**config.mk**
```make
export PLATFORM = sky130hd
export DESIGN_NAME = tte_div
export DESIGN_NICKNAME = d
export VERILOG_FILES = /design/src/rtl/tte_pkg.sv /design/src/rtl/tte_div.sv
export SDC_FILE = /design/constraint.sdc
export NUM_CORES = 1
export LEC_CHECK = 0
export ABC_AREA = 1
export BUFFER_PORTS_ARGS = -buffer_cell sky130_fd_sc_hd__buf_4
export CORE_MARGIN = 5
export CORE_UTILIZATION = 52
export CTS_CLUSTER_DIAMETER = 120
export DETAILED_ROUTE_END_ITERATION = 12
export PLACE_DENSITY = 0.76
export SLEW_MARGIN = 5
export SYNTH_ARGS = -nofsm -noshare
export SYNTH_HDL_FRONTEND = slang
export SYNTH_SLANG_ARGS = --single-unit
```
**constraint.sdc**
```tcl
create_clock -name aclk -period 2.64 [get_ports aclk]
set_clock_uncertainty 0.15 [all_clocks]
set_input_delay 0.528 -clock aclk [delete_from_list [all_inputs] [get_ports aclk]]
set_output_delay 0.528 -clock aclk [all_outputs]
set_load 0.01 [all_outputs]
```
**src/rtl/tte_pkg.sv**
```systemverilog
// Shared constants and types for the triggered table envelope unit.
`default_nettype none
package tte_pkg;

    localparam int TS_W      = 10;
    localparam int DUR_W     = 24;
    localparam int ADDR_W    = 10;
    localparam int VAL_W     = 16;
    localparam int CFG_IDX_W = 2;

    localparam logic [CFG_IDX_W-1:0] CFG_TABLE_SIZE     = 2'd0;
    localparam logic [CFG_IDX_W-1:0] CFG_FIXED_DURATION = 2'd1;
    localparam logic [CFG_IDX_W-1:0] CFG_DUR_FROM_ITEM  = 2'd2;

    localparam logic OP_TICK  = 1'b0;
    localparam logic OP_WRITE = 1'b1;

    localparam logic [TS_W-1:0]  TS_RESET  = 10'd1023;
    localparam logic [DUR_W-1:0] DUR_RESET = 24'd48000;

    typedef struct packed {
        logic busy;
        logic done;
    } div_status_t;

endpackage
`default_nettype wire

```
**src/rtl/tte_div.sv**
```systemverilog
// Restoring serial divider that produces one quotient bit per cycle.
`default_nettype none
module tte_div #(
    parameter int QW = 26
) (
    input  wire logic                     aclk,
    input  wire logic                     aresetn,
    input  wire logic                     start,
    input  wire logic [QW-1:0]            dividend,
    input  wire logic [tte_pkg::DUR_W-1:0] divisor,
    output logic      [QW-1:0]            quotient,
    output tte_pkg::div_status_t          status
);

    localparam int CW = $clog2(QW);

    logic [CW-1:0]              cnt_reg;
    logic                       busy_reg;
    logic                       done_reg;
    logic [tte_pkg::DUR_W-1:0]  rem_reg;
    logic [tte_pkg::DUR_W-1:0]  dsr_reg;
    logic [QW-1:0]              dvd_reg;
    logic [tte_pkg::DUR_W:0]    trial;
    logic [tte_pkg::DUR_W:0]    diff;
    logic                       take;
    logic [tte_pkg::DUR_W-1:0]  rem_next;

    always_comb begin
        trial    = {rem_reg, dvd_reg[QW-1]};
        diff     = trial - {1'b0, dsr_reg};
        take     = trial >= {1'b0, dsr_reg};
        rem_next = take ? diff[tte_pkg::DUR_W-1:0] : trial[tte_pkg::DUR_W-1:0];
    end

    always_ff @(posedge aclk) begin
        if (!aresetn) begin
            busy_reg <= 1'b0;
            done_reg <= 1'b0;
            cnt_reg  <= '0;
        end else begin
            done_reg <= busy_reg && !start && (cnt_reg == CW'(QW - 1));
            if (start) begin
                busy_reg <= 1'b1;
                cnt_reg  <= '0;
                rem_reg  <= '0;
                dvd_reg  <= dividend;
                dsr_reg  <= (divisor == '0) ? tte_pkg::DUR_W'(1) : divisor;
            end else if (busy_reg) begin
                rem_reg <= rem_next;
                dvd_reg <= {dvd_reg[QW-2:0], take};
                cnt_reg <= cnt_reg + CW'(1);
                if (cnt_reg == CW'(QW - 1)) begin
                    busy_reg <= 1'b0;
                end
            end
        end
    end

    assign quotient    = dvd_reg;
    assign status.busy = busy_reg;
    assign status.done = done_reg;

endmodule
`default_nettype wire

```
* Yosys cells after proc, flatten, opt, wreduce, memory -nomap -nowiden
Cells that the tools add are included.
** Storage, ports and cells
- RAM bits :: 0
- Bits in read-only memories :: 0
- Bits in registers :: 81
- Output and inout bits :: 28
- Memories :: 0
- Logic and storage cells :: 26
- Latch bits :: 0
** Cells by class
- Multiply operators :: 0
- Reduce and logical (&&, ||, !) cells :: 8
- Multiplexer cells :: 7
- Magnitude comparators :: 1
- Add/sub/neg operators :: 2
- Eq/ne operators :: 1
- Div/mod/pow operators :: 0
- Shifts and indexed selects :: 0
- Bitwise operators :: 1
** Operators by type and width (count)
- two-way mux 26 bit :: 2
- two-way mux 24 bit :: 2
- >= comparator 25 x 24 -> 1 bit :: 1
- zero test 24 bit :: 1
- subtractor 24 bit :: 1
- adder 5 x 1 -> 5 bit, second input constant :: 1
- equality test 5 bit, second input constant :: 1
- AND reduction 2 bit :: 2
- two-way mux 1 bit :: 3
- logical AND 1 bit :: 2
- nonzero test 2 bit :: 1
- OR reduction 2 bit :: 1
- zero test 1 bit :: 1
- inverter 1 bit :: 1

* Depth between registers and ports, before layout
- Depth in word-level cells :: 4
- Mapped depth :: 15

* Least setup slack after synthesis
Ideal clock, no wire load.
- Path type :: input to register
- Start point :: input start
- End point :: register dvd_reg[0] (netlist: quotient[0]) (enable)
- Stages on the path :: 3
- Slack :: 0.098 ns
- Library setup time :: 0.409 ns
- Arrival time :: 1.983 ns
- Cells stage by stage :: clkbuf_1 > nand2_1 > nand2_1
** Between the ends
- Word-level cells in the longest chain between the ends :: 2
** RTL lines
- start, declared :: RTL line tte_div.sv:8 : input wire logic start,
- nonzero test 2 bit (no line)
- AND reduction 2 bit (no line)
- end signal, assigned :: RTL line tte_div.sv:46 : dvd_reg <= dividend;
- end signal, assigned :: RTL line tte_div.sv:50 : dvd_reg <= {dvd_reg[QW-2:0], take};
- end, declared :: RTL line tte_div.sv:22 : logic [QW-1:0] dvd_reg;
No other way between the ends.
A chain may end at the register's enable or synchronous reset.

* Final worst setup path
- Start point :: register rem_reg[13] (netlist bit)
- End point :: register rem_reg[21] (netlist bit) (data pin)
** Between the ends
- Word-level cells in the longest chain between the ends :: 3
- Elaborated cells on any way between the ends :: 4
- Those cells by class :: 1 x add/sub; 1 x order compare; 2 x mux
** RTL lines
- start, declared :: RTL line tte_div.sv:20 : logic [tte_pkg::DUR_W-1:0] rem_reg;
- start signal, assigned :: RTL line tte_div.sv:49 : rem_reg <= rem_next;
- subtractor 24 bit / >= comparator 25 x 24 -> 1 bit (equally long branches) :: RTL line tte_div.sv:30, tte_div.sv:31
- two-way mux 24 bit * :: RTL line tte_div.sv:32 : rem_next = take ? diff[tte_pkg::DUR_W-1:0] : trial[tte_pkg::DUR_W-1:0];
- two-way mux 24 bit * :: RTL line tte_div.sv:48 : end else if (busy_reg) begin
Every way passes the cells marked *; elsewhere a longest branch is shown, timed or not. The select of a mux whose other input is x is not followed.

==> impl_metrics.csv <==
group,metric,value,unit
status,status,"finished clean",
critical_path,cp-end-kind,"flip-flop",
critical_path,critPathKind,"flip-flop to flip-flop",
critical_path,cp_data_required_time,2.62,ns
worst_hold_path,min_from,"divisor[1]",
placed_design,portBuffers,80,
routing,dr.first_iter.drc_count,386,
run,maxCapViolCount,0,
grt,grt_pass1_vias,4595,
timing,worst_pin_slew,0.5993,ns
timing,period_share,0.9367,
critical_path,timing.rr.end,"rem_reg[21]",
cts,clk_pin_slew,0.09,ns
yosys,async_reset_ff_frac,0,
grt,groute.usage.overall,0.2100,
routing,drt_wl_total,12.72,mm
die,fp.dieW,111.1,µm
yosys,synth-seq-area-share,0.4443,
pwr,p_leak,3.253,nW
cts,cts-root-buf,"clkbuf_8",
pwr,power_frac_seq,0.414,
routing,vias_per_cell,4.999,
yosys,syn_area,5316,µm²
routing,postRouteAntennaNets,0,
worst_hold_path,hp-class,"primary input to flip-flop",
yosys,synth_edf_count,74,
die,core-area,10140,µm²
yosys,synth_top_area_cell,"edfxtp_1",
die,num_io_pins,81,
grt,antenna_found_initial,0,
critical_path,r2r-start,"rem_reg[13]",
yosys,synth_warnings,0,
timing,report.final.slew_viol_count,0,
die,dieHeight,111.1,µm
critical_path,startpoint_type,"flip-flop",
worst_hold_path,hold_end,"dsr_reg[1]",
cts,cts_buffers,9,
critical_path,regToRegSetupSlack,0.17,ns
yosys,synthDistinctLibCells,34,
cells_and_area,antenna_cells,0,
pwr,power_density,639.9,nW/µm²
critical_path,critical_path.max_fanout,10,
timing,min_period,2.473,ns
timing,fmax,0.4044,GHz
cells_and_area,syn_to_final_growth,17.16,%
cells_and_area,largest_register_ff_count,26,
yosys,synth-main-ff-cell,"edfxtp_1",
cts,clk_latency,0.37,ns
yosys,synthCells,727,
cts,cts_num_sinks,81,
pwr,p_int,2.573,mW
yosys,synth_area_per_cell,7.313,µm²
grt,grt-ovfl-total,0,
cts,hold_buffers,0,
timing,hold_viol,0,
routing,vias,4669,
cts,clk_path_buf_depth,2,
timing,slew_headroom,0.5968,
placed_design,dp_hpwl,9.765,mm
cells_and_area,final_common_cell,"nand2_1",
die,start_util,0.5244,
die,die_area,12350,µm²
placed_design,gp_congestion,0.9754,
cells_and_area,drive_gt1_frac,0.1529,
cells_and_area,final_nets,873,
routing,drc,0,
grt,grt_max_degree,31,
pwr,pwr-share-clk,0.237,
routing,wl_per_cell,13.61,µm
routing,first_pass_iters,5,
worst_hold_path,hold_depth,1,
critical_path,arrival,2.45,ns
cells_and_area,layout_common_cells,"nand2_1 (295), inv_1 (120), buf_4 (94)",
cells_and_area,post-route-util,0.6143,
pwr,p_sw_frac,0.3545,
critical_path,rr_worst_depth,11,
cells_and_area,stdcell_count,934,
yosys,ys_ff_latch,81,
placed_design,dp.cells,915,
grt,grt_first_pass_wirelength,21.23,mm
pwr,net-switching-power,1.413,mW
yosys,synthTopCellsByArea,"edfxtp_1 (42%), nand2_1 (21%), inv_1 (8.5%), ha_1 (6.1%), nor2_1 (4.5%)",
pwr,ir_worst_vdd,0.3111,mV
cts,htree_levels,3,
pwr,p_comb_frac,0.349,
die,row_count,37,
yosys,synth_top_cell_area_share,0.4180,
timing,setup_viol,0,
cts,cts_tree,"built",
yosys,synth_nets,807,
cell usage after synthesis (all sizes together) (10+ instances only):
cell type and instances:
nor2 65, nand2 300, inv 121, nand4 10, clkbuf 31, nand3 28
ha 26, a21oi 15, edfxtp 74
worst max-delay path by stage:
stage / end / cells past startpoint / start
detailed placement: rem_reg[7] / 11 / rem_reg[4]
CTS: rem_reg[7] / 11 / rem_reg[4]
finish: rem_reg[21] / 11 / rem_reg[13]
global route: rem_reg[0] / 12 / rem_reg[11]
floorplan: quotient[0] / 3 / start
global placement: rem_reg[21] / 11 / rem_reg[5]
power by group through the flow:
stage	Clock, mW	Sequential (mW)	Combinational (mW)
after floorplan	0	1.67	0.971
after global placement	0	1.67	1.31
after detailed placement	0	1.67	1.34
after CTS	0.963	1.65	1.36
after global routing	1.02	1.66	1.58
final	0.945	1.65	1.39
worst max-delay path, cell delays in order (launching register included):
cell and delay, ns:
edfxtp_1 0.40, ha_1 0.38, nand2_1 0.15, nor2_1 0.19, nand2_1 0.10, nor3b_2 0.17
nand2_1 0.12, nand3_4 0.19, buf_4 0.18, nand3_1 0.10, nand2_1 0.08, inv_1 0.03
metal layers:
| metal | wire [µm] | GRT usage | vias up |
|---|---|---|---|
| met5 | 0 | 0 | - |
| met3 | 748 | 0.04203 | 32 |
| met1 | 5591 | 0.2648 | 2118 |
| met4 | 361 | 0.08840 | 0 |
| li1 | - | - | 2371 |
| met2 | 6014 | 0.3519 | 148 |
timing repair:
action	4_1_cts	5_1_grt
buffers inserted	0	3
resized for setup	0	4
endpoints found under the setup margin	0	21
through the flow:
| step | instance area, µm² | setup TNS [ns] | setup slack, ns | power, mW | hold slack [ns] |
|---|---|---|---|---|---|
| 2_1_floorplan | 5316 | 0 | 0.09786 | 2.644 | 0.2724 |
| 3_3_place_gp | 5987 | 0 | 0.1579 | 2.986 | 0.2858 |
| 3_5_place_dp | 5987 | 0 | 0.1536 | 3.019 | 0.2962 |
| 4_1_cts | 6193 | 0 | 0.1256 | 3.968 | 0.1747 |
| 5_1_grt | 6228 | -0.007289 | -0.007289 | 4.259 | 0.1774 |
| 6_report | 6228 | 0 | 0.1671 | 3.985 | 0.1908 |
kinds of logic after synthesis:
family,Yosys count,share of synthesized area
AOI/OAI and AO/OA,23,0.02401
xor gates and xnor gates,9,0.01483
adders and majority gates,27,0.06496
buffers and inverters,161,0.1210
DFF,81,0.4443
and+or+nand+nor,426,0.3309
final cells by class:
class	instances	area, µm²
Clock buffer	12	177.7
Clock inverter	4	28.78
Fill cell	910	3910
Inverter	122	457.9
Multi-Input combinational cell	485	2326
Sequential cell	81	2362
Tap cell	136	170.2
Timing Repair Buffer	94	705.7
(Power assumes the default switching activity.)
